## config.mk

```make
export PLATFORM = sky130hd
export DESIGN_NAME = byte_stream_to_can_segmenter
export DESIGN_NICKNAME = d
export VERILOG_FILES = /design/src/rtl/bsc_pkg.sv /design/src/rtl/bsc_core.sv /design/src/rtl/bsc_out_buf.sv /design/src/rtl/byte_stream_to_can_segmenter.sv
export SDC_FILE = /design/constraint.sdc
export NUM_CORES = 1
export LEC_CHECK = 0
export BUFFER_PORTS_ARGS = -buffer_cell sky130_fd_sc_hd__buf_2
export CAP_MARGIN = 20
export CORE_MARGIN = 3
export CORE_UTILIZATION = 60
export CTS_CLUSTER_SIZE = 12
export DETAILED_ROUTE_END_ITERATION = 16
export PLACE_DENSITY = 0.88
export SKIP_LAST_GASP = 1
export SYNTH_ARGS = -nofsm -noshare
export SYNTH_HDL_FRONTEND = slang
export SYNTH_SLANG_ARGS = --single-unit
```

## constraint.sdc

```tcl
create_clock -name clock -period 11 [get_ports clock]
set_clock_uncertainty 0.2 [all_clocks]
set_input_delay 1.1 -clock clock [delete_from_list [all_inputs] [get_ports clock]]
set_output_delay 1.1 -clock clock [all_outputs]
set_load 0.01 [all_outputs]
```

## src/rtl/bsc_pkg.sv

```systemverilog
// shared types and constants for the byte stream to can segmenter
`default_nettype none
package bsc_pkg;

   // data bytes carried by a full frame, used clamped to 1..8
   localparam int FRAME_PAYLOAD_BYTES = 8;
   localparam int FRAME_SIZE_CLAMPED  = (FRAME_PAYLOAD_BYTES < 1) ? 1 :
                                        (FRAME_PAYLOAD_BYTES > 8) ? 8 : FRAME_PAYLOAD_BYTES;
   localparam logic [3:0] FRAME_SIZE  = 4'(FRAME_SIZE_CLAMPED);

   typedef enum logic [1:0] {
      FRAME_NORMAL = 2'h0,
      FRAME_START  = 2'h1,
      FRAME_STOP   = 2'h2,
      FRAME_SMALL  = 2'h3
   } frame_kind_type;

   typedef enum logic [2:0] {
      PH_LEN_LO = 3'd0,
      PH_LEN_HI = 3'd1,
      PH_SRC_LO = 3'd2,
      PH_SRC_HI = 3'd3,
      PH_DATA   = 3'd4
   } phase_type;

   typedef struct packed {
      frame_kind_type frame_type;
      logic [7:0]     source_id;
      logic [3:0]     byte_count;
      logic [63:0]    frame_data;
   } result_type;

endpackage
`default_nettype wire

```

## src/rtl/bsc_core.sv

```systemverilog
// message parser and frame assembly, one byte per transfer
`default_nettype none
module bsc_core (
   input  wire logic               clock,
   input  wire logic               reset,
   input  wire logic               accept,
   input  wire logic [7:0]         in_byte,
   output logic                    push,
   output bsc_pkg::result_type     result
);

   bsc_pkg::phase_type phase_ff, phase_in;
   logic [15:0] length_ff, length_in;
   logic [7:0]  source_ff, source_in;
   logic [15:0] left_ff, left_in;
   logic [63:0] buffer_ff, buffer_in;
   logic [3:0]  fill_ff, fill_in;
   logic        first_ff, first_in;

   logic [63:0] buffer_ins;
   logic [3:0]  fill_inc;
   logic [15:0] left_dec;

   // next phase
   always_comb begin
      phase_in = phase_ff;
      case (phase_ff)
         bsc_pkg::PH_LEN_HI: phase_in = bsc_pkg::PH_SRC_LO;
         bsc_pkg::PH_SRC_LO: phase_in = bsc_pkg::PH_SRC_HI;
         bsc_pkg::PH_SRC_HI: begin
            phase_in = (length_ff == 16'd0) ? bsc_pkg::PH_LEN_LO : bsc_pkg::PH_DATA;
         end
         bsc_pkg::PH_DATA: begin
            if (left_dec == 16'd0) phase_in = bsc_pkg::PH_LEN_LO;
         end
         default: phase_in = bsc_pkg::PH_LEN_HI;
      endcase
   end

   // byte lane insert at the current fill position
   always_comb begin
      buffer_ins = buffer_ff;
      for (int i = 0; i < 8; i++) begin
         if (fill_ff[2:0] == 3'(i)) buffer_ins[8*i +: 8] = buffer_ff[8*i +: 8] | in_byte;
      end
   end

   assign fill_inc = fill_ff + 4'd1;
   assign left_dec = left_ff - 16'd1;

   // datapath and frame output
   always_comb begin
      length_in = length_ff;
      source_in = source_ff;
      left_in   = left_ff;
      buffer_in = buffer_ff;
      fill_in   = fill_ff;
      first_in  = first_ff;
      push      = 1'b0;
      result.frame_type = bsc_pkg::FRAME_SMALL;
      result.source_id  = source_ff;
      result.byte_count = fill_inc;
      result.frame_data = buffer_ins;
      case (phase_ff)
         bsc_pkg::PH_LEN_HI: begin
            length_in = {in_byte, length_ff[7:0]} + 16'd2;
         end
         bsc_pkg::PH_SRC_LO: begin
            source_in = in_byte;
         end
         bsc_pkg::PH_SRC_HI: begin
            buffer_in = 64'd0;
            fill_in   = 4'd0;
            first_in  = 1'b1;
            left_in   = length_ff;
            if (length_ff == 16'd0) begin
               // empty payload gives an empty small frame
               push              = 1'b1;
               result.byte_count = 4'd0;
               result.frame_data = 64'd0;
            end
         end
         bsc_pkg::PH_DATA: begin
            buffer_in = buffer_ins;
            fill_in   = fill_inc;
            left_in   = left_dec;
            if (length_ff <= 16'(bsc_pkg::FRAME_SIZE)) begin
               push = (left_dec == 16'd0);
            end else if (left_dec == 16'd0) begin
               push              = 1'b1;
               first_in          = 1'b1;
               result.frame_type = bsc_pkg::FRAME_STOP;
            end else if (fill_inc >= bsc_pkg::FRAME_SIZE) begin
               push              = 1'b1;
               first_in          = 1'b0;
               result.frame_type = first_ff ? bsc_pkg::FRAME_START : bsc_pkg::FRAME_NORMAL;
            end
            if (push) begin
               buffer_in = 64'd0;
               fill_in   = 4'd0;
            end
         end
         default: begin
            length_in = {8'd0, in_byte};
         end
      endcase
      push = push & accept;
   end

   always_ff @(posedge clock) begin
      if (reset) begin
         phase_ff  <= bsc_pkg::PH_LEN_LO;
         length_ff <= 16'd0;
         source_ff <= 8'd0;
         left_ff   <= 16'd0;
         buffer_ff <= 64'd0;
         fill_ff   <= 4'd0;
         first_ff  <= 1'b1;
      end else if (accept) begin
         phase_ff  <= phase_in;
         length_ff <= length_in;
         source_ff <= source_in;
         left_ff   <= left_in;
         buffer_ff <= buffer_in;
         fill_ff   <= fill_in;
         first_ff  <= first_in;
      end
   end

endmodule
`default_nettype wire

```

## src/rtl/bsc_out_buf.sv

```systemverilog
// two-entry output register with skid slot
`default_nettype none
module bsc_out_buf (
   input  wire logic                clock,
   input  wire logic                reset,
   input  wire logic                push,
   input  wire bsc_pkg::result_type push_data,
   output logic                     full,
   output logic                     out_valid,
   input  wire logic                out_stall,
   output bsc_pkg::result_type      out_data
);

   logic [1:0]          count_ff, count_in;
   bsc_pkg::result_type head_ff, head_in;
   bsc_pkg::result_type skid_ff, skid_in;
   logic                pop;

   assign pop       = (count_ff != 2'd0) && !out_stall;
   assign full      = (count_ff == 2'd2);
   assign out_valid = (count_ff != 2'd0);
   assign out_data  = head_ff;

   always_comb begin
      count_in = count_ff;
      head_in  = head_ff;
      skid_in  = skid_ff;
      case (count_ff)
         2'd0: begin
            if (push) begin
               head_in  = push_data;
               count_in = 2'd1;
            end
         end
         2'd1: begin
            if (push && pop) begin
               head_in = push_data;
            end else if (push) begin
               skid_in  = push_data;
               count_in = 2'd2;
            end else if (pop) begin
               count_in = 2'd0;
            end
         end
         2'd2: begin
            // input is stalled while both slots hold a frame
            if (pop) begin
               head_in  = skid_ff;
               count_in = 2'd1;
            end
         end
         default: count_in = 2'd0;
      endcase
   end

   always_ff @(posedge clock) begin
      if (reset) begin
         count_ff <= 2'd0;
      end else begin
         count_ff <= count_in;
      end
   end

   always_ff @(posedge clock) begin
      head_ff <= head_in;
      skid_ff <= skid_in;
   end

endmodule
`default_nettype wire

```

## src/rtl/byte_stream_to_can_segmenter.sv

```systemverilog
// a frame is written to the output register, shown on rsp_valid, with its last byte
// throughput: one byte per cycle while req_stall is low; it rises only while both
// output slots are full; the parse state and frame assembly update once per byte
// reset (synchronous, active high) returns the parser to the length low byte
// and empties the output register; no clearing pass is needed
`default_nettype none
module byte_stream_to_can_segmenter (
   input  wire logic        clock,
   input  wire logic        reset,
   input  wire logic        req_valid,
   output logic             req_stall,
   input  wire logic [7:0]  req_in_byte,
   output logic             rsp_valid,
   input  wire logic        rsp_stall,
   output logic [1:0]       rsp_frame_type,
   output logic [7:0]       rsp_source_id,
   output logic [3:0]       rsp_byte_count,
   output logic [63:0]      rsp_frame_data
);

   logic                accept;
   logic                push;
   logic                full;
   bsc_pkg::result_type result;
   bsc_pkg::result_type out_data;

   assign req_stall = full;
   assign accept    = req_valid && !full;

   bsc_core u_core (
      .clock   (clock),
      .reset   (reset),
      .accept  (accept),
      .in_byte (req_in_byte),
      .push    (push),
      .result  (result)
   );

   bsc_out_buf u_out_buf (
      .clock     (clock),
      .reset     (reset),
      .push      (push),
      .push_data (result),
      .full      (full),
      .out_valid (rsp_valid),
      .out_stall (rsp_stall),
      .out_data  (out_data)
   );

   assign rsp_frame_type = out_data.frame_type;
   assign rsp_source_id  = out_data.source_id;
   assign rsp_byte_count = out_data.byte_count;
   assign rsp_frame_data = out_data.frame_data;

endmodule
`default_nettype wire

```

== After elaboration in Yosys (flattened, before gate mapping) ==
Cells that the tools add are included.

* Bits in registers: 270
* Input port bits: 12
* Output and inout bits: 80

* Add/subtract/negate cells: 3
* $lt $le $gt $ge: 2
* Eq/ne operators: 21
* Mux-type cells: 44
* Bitwise operators: 11
* Reductions and logical operators: 21

{| class="wikitable"
|+ Operators by type and width
! cell !! number
|-
| $mux W78 || 3
|-
| $pmux W78 S3 || 1
|-
| $mux W68 || 2
|-
| $pmux W64 S2 || 1
|-
| $mux W64 || 1
|-
| $mux W8 || 8
|-
| $or A8 B8 Y8 || 8
|-
| $pmux W16 S2 || 2
|-
| $logic_not A16 Y1 || 2
|-
| $mux W2 || 9
|-
| $add A16 B2 Y16 const B || 1
|-
| $le A16 B4 Y1 const B || 1
|-
| $sub A16 B1 Y16 const B || 1
|-
| $eq A3 B3 Y1 const B || 5
|-
| $eq A3 B2 Y1 const B || 4
|-
| $pmux W3 S4 || 1
|-
| $reduce_and A4 Y1 || 3
|-
| $mux W1 || 9
|-
| $ne A2 B1 Y1 const B || 4
|-
| $pmux W4 S2 || 1
|-
| $reduce_and A2 Y1 || 4
|-
| $eq A3 B1 Y1 const B || 2
|-
| $mux W3 || 2
|-
| $ne A3 B1 Y1 const B || 2
|-
| 18 further kinds || 25
|}

== Depth between registers and ports, before layout ==
Gate-level depths: netlist of the first run.

* Depth after elaboration: 11
* Gate-level depth with buffers: 10

== Cells and area by module ==
From an unflattened synthesis of the first run, not the netlist that was laid out.

* Cell total of the unflattened synthesis: 1027
* Area total of the unflattened synthesis: 12482.0 um^2

{| class="wikitable"
|+ Modules (own cells, without submodules)
! module !! instances !! cells each !! area an instance (um^2) !! seq. area each (um^2)
|-
| bsc_core || 1 || 767 || 6287.3 || 2242.2
|-
| bsc_out_buf || 1 || 259 || 6180.9 || 4724.5
|-
| byte_stream_to_can_segmenter || 1 || 1 || 13.8 || 0.0
|}

== Worst setup path after synthesis of the first run ==
No wires, ideal clock.

* Path type: register to register
* Start point: register u_core.left_ff[0]
* End point: register u_out_buf.head_ff (netlist bit u_out_buf.out_data[0]), enable pin
* Library setup time: 0.622 ns
* Data arrival time: 7.253 ns
* Required time: 10.178 ns
* Path slack: 2.925 ns
* Cell stages (with the launch flop): 10
* Clock period less this slack: 8.075 ns
* Cell sequence: dfxtp_1 > inv_1 > ha_1 > buf_2 > or3b_2 > nor2_4 > a311oi_2 > and4_4 > nor2_1 > o21ai_0

* Longest elaborated chain between the ends: 10
* Elaborated cells on any way between the ends: 11
* Classes of those cells: add/sub: 1; eq/ne: 2; mux: 4; bitwise: 1; reduce/logical: 3

{| class="wikitable"
|+ RTL lines
! what !! RTL line !! source
|-
| start, declared || bsc_core.sv:15 || <nowiki>logic [15:0] left_ff, left_in;</nowiki>
|-
| start signal, assigned || bsc_core.sv:123 || <nowiki>left_ff <= left_in;</nowiki>
|-
| $sub A16 B1 Y16 * || bsc_core.sv:49 || <nowiki>assign left_dec = left_ff - 16'd1;</nowiki>
|-
| $logic_not A16 Y1 * || bsc_core.sv:88, bsc_core.sv:89 ||
|-
| $mux W1 || bsc_core.sv:89 || <nowiki>end else if (left_dec == 16'd0) begin</nowiki>
|-
| $mux W1 * || bsc_core.sv:87 || <nowiki>if (length_ff <= 16'(bsc_pkg::FRAME_SIZE)) begin</nowiki>
|-
| $mux W1 * || bsc_core.sv:64 || <nowiki>case (phase_ff)</nowiki>
|-
| $pmux W1 S2 * || bsc_core.sv:64 ||
|-
| $and A1 B1 Y1 * || bsc_core.sv:107 || <nowiki>push = push & accept;</nowiki>
|-
| $logic_and A1 B1 Y1 || bsc_out_buf.sv:36 || <nowiki>if (push && pop) begin</nowiki>
|-
| $ne A2 B1 Y1 (no source line) || - ||
|-
| $reduce_and A4 Y1 (no source line) * || - ||
|-
| end signal, assigned || bsc_out_buf.sv:65 || <nowiki>head_ff <= head_in;</nowiki>
|-
| end, declared || bsc_out_buf.sv:15 || <nowiki>bsc_pkg::result_type head_ff, head_in;</nowiki>
|}

Every way passes the cells marked *; elsewhere a longest branch is shown, timed or not. The select of a mux whose other input is x is not followed.
A chain may end at the register's enable or synchronous reset.

== Worst setup path after layout of the first run ==
* Start point: register u_core.left_ff[0]
* End point: register u_out_buf.head_ff (netlist bit u_out_buf.out_data[17]), enable pin

The elaborated chain is that of the path after synthesis.

==> results of run 1 <==
cell type report:
type	count	area (sq um)
fill	1371	5900
clock inverter	7	62.6
timing repair buffer	103	586
tap	260	325
multi-input combinational	754	4250
clock buffer	45	795
inverter	36	136
sequential	270	6970
cell families after synthesis:
kind of cell,synth area share
buf+inv,0.0505
flops,0.592
compound gates,0.162
mux,0.0104
simple gates,0.166
fa+ha+maj,0.00957
xor+xnor,0.00893
cell usage in the layout, fill, tap and decap left out, types with 8 or more instances in the layout:
| cell type | n |
|---|---|
| xnor2_1 | 10 |
| nand3_1 | 21 |
| nor2_1 | 126 |
| mux2i_1 | 10 |
| ha_1 | 9 |
| o21ai_0 | 23 |
| a21oi_1 | 84 |
| dfxtp_1 | 114 |
| inv_1 | 34 |
| clkbuf_1 | 14 |
| nor4_1 | 8 |
| a22oi_1 | 13 |
| buf_4 | 10 |
| edfxtp_1 | 156 |
| buf_2 | 91 |
| a211oi_1 | 9 |
| o31ai_1 | 46 |
| nand2_1 | 231 |
| o32ai_1 | 64 |
| clkbuf_16 | 28 |
routing by layer:
| layer | up-vias | global-route usage |
|---|---|---|
| met4 | 0 | 0.0894 |
| met5 | - | 0 |
| met2 | 517 | 0.381 |
| met3 | 77 | 0.0385 |
| li1 | 4253 | - |
| met1 | 4259 | 0.358 |
power by group through the flow:
stage,Clock (mW),Combinational [mW],Sequential [mW]
final,0.875,0.142,1.09
after global routing,0.917,0.155,1.09
after CTS,0.880,0.138,1.09
after detailed placement,0,0.137,1.11
after global placement,0,0.136,1.11
after floorplan,0,0.110,1.10
Yosys cell counts (all sizes together) (3+ instances only):
cell type,count
and2,6
nor2b,6
and4,4
nor3,6
xnor2,10
a22o,3
o211ai,3
nor4,10
a211oi,9
nand4,7
nor2,128
a21oi,86
o22ai,5
nand2b,4
o21ai,24
a22oi,14
a2bb2oi,3
nand4b,3
o32ai,65
or2,3
buf,30
nand3,23
mux2i,10
o31ai,46
nor4b,4
ha,9
a21o,3
a31oi,5
dfxtp,114
edfxtp,156
inv,35
clkbuf,65
nor3b,3
nand2,231
critical path: stages, from the launching register on:
cell and delay [ns]:
dfxtp_1 0.37, inv_1 0.12, ha_1 0.35, nor3b_1 0.35, nand3_1 0.24, a22oi_2 0.27, and4_4 0.29, nor2_1 0.10
o21ai_4 0.43, buf_4 0.68
sequential cells by signal (all words and copies together) (netlist names):
name	flops
u_core.left_ff	16
u_core.length_ff	16
u_core.first_ff	1
u_core.phase_ff	3
u_core.source_ff	8
u_out_buf.skid_ff	78
u_core.buffer_ff	64
u_out_buf.count_ff	2
u_out_buf.out_data	78
u_core.fill_ff	4
how the worst max path moves through the flow:
stage,slack (ns),start,cells past startpoint,to
after floorplan,2.93,u_core.left_ff[0],9,u_out_buf.out_data[0]
after global placement,6.85,u_core.length_ff[10],7,u_out_buf.out_data[15]
after detailed placement,6.74,u_core.length_ff[6],7,u_out_buf.out_data[35]
after CTS,6.71,u_core.length_ff[6],7,u_out_buf.out_data[41]
after global routing,6.79,u_out_buf.count_ff[0],8,u_out_buf.out_data[13]
final,7.13,u_core.left_ff[0],9,u_out_buf.out_data[17]
through the flow:
step | utilization | power, mW
3_5_place_dp | 0.641 | 1.24
4_1_cts | 0.686 | 2.10
6_report | 0.690 | 2.10
2_1_floorplan | - | 1.21
3_3_place_gp | 0.641 | 1.24
5_1_grt | 0.690 | 2.16
==> reports/qor.txt, run 1 <==
Hold path start: u_core.source_ff[6]
Hold Crit Endpoint: u_out_buf.skid_ff[74]
Post-synthesis cell type count: 64
Pins over their slew limit: 0
Arrival time at the worst endpoint: 3.84 ns
Initial core utilization: 0.619
Clock network latency to the later pin of the worst-skew pair: 0.55 ns
Flip-flop and latch count after synthesis: 270
Routed met2 length: 12600 um
Final number of hold-violating endpoints: 0
Most used DFF post-synth: edfxtp_1
Sw frac: 0.234
Class of the most critical hold timing path: reg2reg
Relative contribution of the clock network to total power: 0.416
Proportion of netlist area held by the largest area contributor: 0.398
Yosys warning total: 0
Ratio of routed vias to standard cells: 6.17
Number of stages on the worst hold path: 0
Final period demand of the worst path: 3.87 ns
Antenna fix cells: 0
Number of H-tree branching levels: 1
Transition time at the pin with the least slew margin: 1.03 ns
Grt ovf: 0
Kind of critical path: reg2reg
Worst IR Drop VDD: 0.129 mV
Post-CTS setup buffers: 0
Fraction of registers with async set/reset: 0
Endpoint of the worst-slack reg-to-reg timing path: u_out_buf.out_data[17]
Cell taking the most area after synthesis: edfxtp_1
Chip Width: 146 um
Internal cell power: 1.61 mW
Gate count of the mapped netlist: 1155
Cell Pwr Density: 160 mW/mm^2
Synthesized net count: 1176
Worst hold slack across all endpoints: 0.269 ns
Final WL: 27600 um
Maximum number of pins on one net before global-route repair: 119
Clock Tree Root: clkbuf_16
# resized after CTS: 0
Via count of the first global-routing pass: 8363
Result of the run: finished, final reports clean
Drt first-iter violations: 1230
Overall die area: 0.0213 sq mm
Number of flops mapped to enable cells by yosys: 156
Sort of element at the start of the critical path: register
Seq/Total Area, Yosys: 0.592
Number of port buffers: 91
Fraction of layout cells with a size suffix above 1: 0.136
Placed insts: 1420
Worst reg-to-reg path cell count: 9
Cells taking the most area after synthesis: edfxtp_1 (40%), dfxtp_1 (19%), nand2_1 (7.4%), o32ai_1 (4.8%), nor2_1 (4.1%)
TritonCTS sink count: 270
Sequential fraction of design power: 0.517
Sum of met3 wire segment lengths after detailed routing: 2590 um
Via count: 9106
Leakage component of the power: 4.71 nW
Final Wtd Congestion: 0.868
First-pass iteration count of the detailed router: 6
Data required time of the critical path: 10.97 ns
Slew HR: 0.311
Mean instance size in the synthesized netlist: 10.2 sq um
TritonCTS clock tree: yes
Flop2flop setup slack: 7.13 ns
Syn Std Cell Area: 0.0118 sq mm
Number of buffers created by CTS: 28
Relative area change from synthesis to final layout: 11.4%
Average detailed-routed wire length per instance: 18.7 um
Share of the clock period used by the worst path: 0.352
First-pass GRT wire length: 43500 um
Clock tree buffer depth: 3
Core region area: 0.0190 sq mm
Layout Nets: 1214
Number of remaining DRC errors: 0
Post-detailed-placement cell area: 0.0122 sq mm
Net switching power of the design: 0.492 mW
Uppermost routed layer: met4
Combinational group share of total power: 0.068
Setup repair after global routing missed its margin: no
Setup-violating endpoint count in the final report: 0
Clock slew at the register clock pins of the worst setup and hold paths: 0.06 ns
Final worst setup slack: 7.13 ns
Num rows: 50
Max-cap violations: 0
Hold buffer count at cts: 0
HPWL reported at the end of detailed placement: 16400 um
RR Startpoint: u_core.left_ff[0]
Pre-CTS WS: 6.74 ns
Final Cell Area: 0.0131 sq mm
Vert. Die Dim: 146 um
Antenna-violating nets left: 0
Number of antenna violations at the first check in global routing: 0
Critical Path Sink Type: register
Maximum clock frequency: 258 MHz
Peak fanout along the critical path: 66
Overall fraction of global-route tracks in use: 0.246
I/O pin cnt: 92
Metal1 wirelength: 11600 um
Number of standard cells in the layout, taps in and fillers out: 1475
Sum of negative setup slack: 0 ns
No activity file was read; power rests on OpenSTA's default activity.
==> run 2: changes to the inputs <==
--- a/config.mk
+++ b/config.mk
@@ -8,10 +8,10 @@
 export BUFFER_PORTS_ARGS = -buffer_cell sky130_fd_sc_hd__buf_2
 export CAP_MARGIN = 20
 export CORE_MARGIN = 3
-export CORE_UTILIZATION = 60
+export CORE_UTILIZATION = 54
 export CTS_CLUSTER_SIZE = 12
 export DETAILED_ROUTE_END_ITERATION = 16
-export PLACE_DENSITY = 0.88
+export PLACE_DENSITY = 0.84
 export SKIP_LAST_GASP = 1
 export SYNTH_ARGS = -nofsm -noshare
 export SYNTH_HDL_FRONTEND = slang
==> constraint.sdc (replaced) <==
create_clock -name clock -period 3.3 [get_ports clock]
set_clock_uncertainty 0.2 [all_clocks]
set_input_delay 0.33 -clock clock [delete_from_list [all_inputs] [get_ports clock]]
set_output_delay 0.33 -clock clock [all_outputs]
set_load 0.01 [all_outputs]
==> run 2 against run 1 <==
  * Worst hold slack worse by 0.20 ns
  * Critical path depth decreased by 4
  * Setup slack worse by 6.9 ns
  * Flip-flop and latch count unchanged
  * Sequential share of layout area is 0.79 points lower
  * Register-to-register slack got worse by 6.8 ns
  * Global-route usage is 0.95 points lower
  * Largest cell class unchanged
==> reports/qor.txt, run 2 (synthesized netlist as in run 1, its figures left out) <==
# resized after CTS: 0 (unchanged)
Largest delay share family, worst path: buffers and inverters
Clock tree buffer depth: 3 (unchanged)
Vert. Die Dim: 154 um (+5.2%)
Worst IR Drop VDD: 0.379 mV (+190%)
Antenna-violating nets left: 0 (unchanged)
Antenna fix cells: 0 (unchanged)
Pins over their slew limit: 0 (unchanged)
Critical Path Sink Type: output port
Clock Tree Root: clkbuf_16
Chip Width: 154 um (+5.2%)
Commonest cells after routing, fill and taps aside: nand2_1 (231), edfxtp_1 (156), nor2_1 (125)
Slew HR: 0.557 (+0.246)
Global-route met1 utilization: 0.332 (-0.0254)
Share of the clock period used by the worst path: 0.933
Final Wtd Congestion: 0.881 (+1.4%)
Via count of the first global-routing pass: 8711 (+4.2%)
Buffer and inverter count on the worst path: 4 (+2)
Kind of critical path: reg2out
Hold buffer count at cts: 2 (+2)
Setup-violating endpoint count in the final report: 0 (unchanged)
Commonest non-fill, non-tap cell in the layout: nand2_1
Number of antenna violations at the first check in global routing: 1 (+1)
Peak fanout along the critical path: 41 (-38%)
Max stage delay cell, worst path: clkinv_2
Delay of the slowest cell on the worst path: 0.48 ns (-0.20 ns)
Overall fraction of global-route tracks in use: 0.237 (-0.00950)
HPWL reported at the end of detailed placement: 17900 um (+9.1%)
Global routing usage on met3: 0.0338 (-0.00471)
Number of buffers created by CTS: 28 (unchanged)
Maximum clock frequency: 325 MHz
Fraction of layout cells with a size suffix above 1: 0.152 (+0.0159)
Grt ovf: 0 (unchanged)
Clock slew at the register clock pins of the worst setup and hold paths: 0.06 ns (about the same)
Cell mode on critical path: buf_4
First-pass GRT wire length: 46300 um (+6.4%)
TritonCTS sink count: 270 (unchanged)
Final WL: 29000 um (+5.0%)
Transition time at the pin with the least slew margin: 0.665 ns (-0.369 ns)
Sort of element at the start of the critical path: register
Data required time of the critical path: 2.77 ns (-8.20 ns)
Most Crowded Layer GR: met2
Leakage component of the power: 4.81 nW (+2.3%)
Ratio of routed vias to standard cells: 6.15 (-0.36%)
Number of port buffers: 91 (unchanged)
Clock network latency to the later pin of the worst-skew pair: 0.52 ns (-0.03 ns)
CP cell instances: nand2b_1 -> buf_4 -> clkinv_2 -> buf_4 -> buf_2
Result of the run: finished, final reports clean
I/O pin cnt: 92 (unchanged)
Class of the most critical hold timing path: in2reg
Relative area change from synthesis to final layout: 13.2%
Number of H-tree branching levels: 1 (unchanged)
Average detailed-routed wire length per instance: 19.3 um (+3.2%)
TritonCTS clock tree: yes
Arrival time at the worst endpoint: 2.55 ns (-1.29 ns)
Drt first-iter violations: 991 (-19%)
First-pass iteration count of the detailed router: 6 (unchanged)
Max-cap violations: 0 (unchanged)
Cell Pwr Density: 539 mW/mm^2 (+240%)
Final Cell Area: 0.0133 sq mm (+1.6%)
Final number of hold-violating endpoints: 0 (unchanged)
Total power: 7.18 mW (+240%)
Core region area: 0.0212 sq mm (+12%)
Overall die area: 0.0236 sq mm (+11%)
Initial core utilization: 0.555 (-0.0642)
Number of remaining DRC errors: 0 (unchanged)
Layout Nets: 1225 (+0.91%)
Post-CTS setup buffers: 0 (unchanged)
Fill cells: 1662 (+21%)
Via count: 9233 (+1.4%)
Post-detailed-placement cell area: 0.0124 sq mm (+1.6%)
Maximum number of pins on one net before global-route repair: 112 (-5.9%)
Final period demand of the worst path: 3.08 ns
Global routing met2 resource utilization: 0.381 (+0.000455)
Num rows: 53 (+6.0%)
Setup repair after global routing missed its margin: no
==> run 2: worst paths after layout <==
kind                                       startpoint                    end  slack (ns)  depth (start not counted)
worst max-delay path            u_out_buf.count_ff[0]              req_stall        0.22                          5
worst min-delay path                   req_in_byte[6]    u_core.length_ff[6]        0.07                          3
worst max register to register  u_out_buf.count_ff[0]   u_core.buffer_ff[36]        0.28                          6
worst min register to register    u_core.source_ff[2]  u_out_buf.skid_ff[70]        0.26                          0
==> run 2: final cells by class <==
class	count	area (sq um)	share of cell area
multi-input cells	754	4280	0.321
repair buffers	114	683	0.0513
flip-flops and latches	270	6970	0.523
clock buffers	50	903	0.0678
inverters	36	139	0.0104
clock inverters	2	10.0	0.000751
well taps	275	344	0.0258
==> run 2: stage by stage <==
stage               setup TNS (ns)  std cells  utilization  hold WS, ns  setup WS [ns]
finish                           0       1501        0.628       0.0679          0.221
floorplan                   -21.00       1155            -        0.229         -0.206
global route                     0       1501        0.628       0.0924         0.0634
CTS                              0       1501        0.628       0.0505          0.215
detailed placement               0       1447        0.584        0.248          0.420
global placement                 0       1447        0.584        0.240          0.478
==> run 2: power by group <==
| group | internal [mW] | leakage [nW] | switching, mW |
|---|---|---|---|
| logic | 0.160 | 1.98 | 0.324 |
| registers | 3.57 | 2.38 | 0.0582 |
| clock network | 1.84 | 0.450 | 1.23 |
==> run 2: metal layers <==
layer / routed length (um) / vias up
li1: - / 4270
met1: 11900 / 4403
met2: 13700 / 482
met3: 2620 / 76
met4: 775 / 2
met5: 13 / -
==> run 2: worst register-to-register path: stages, from the launching register on <==
cell	delay [ns]
dfxtp_1	0.40
nand2b_1	0.18
buf_4	0.42
nand2_1	0.32
nor2_1	0.33
nand3_4	0.50
o32ai_1	0.55
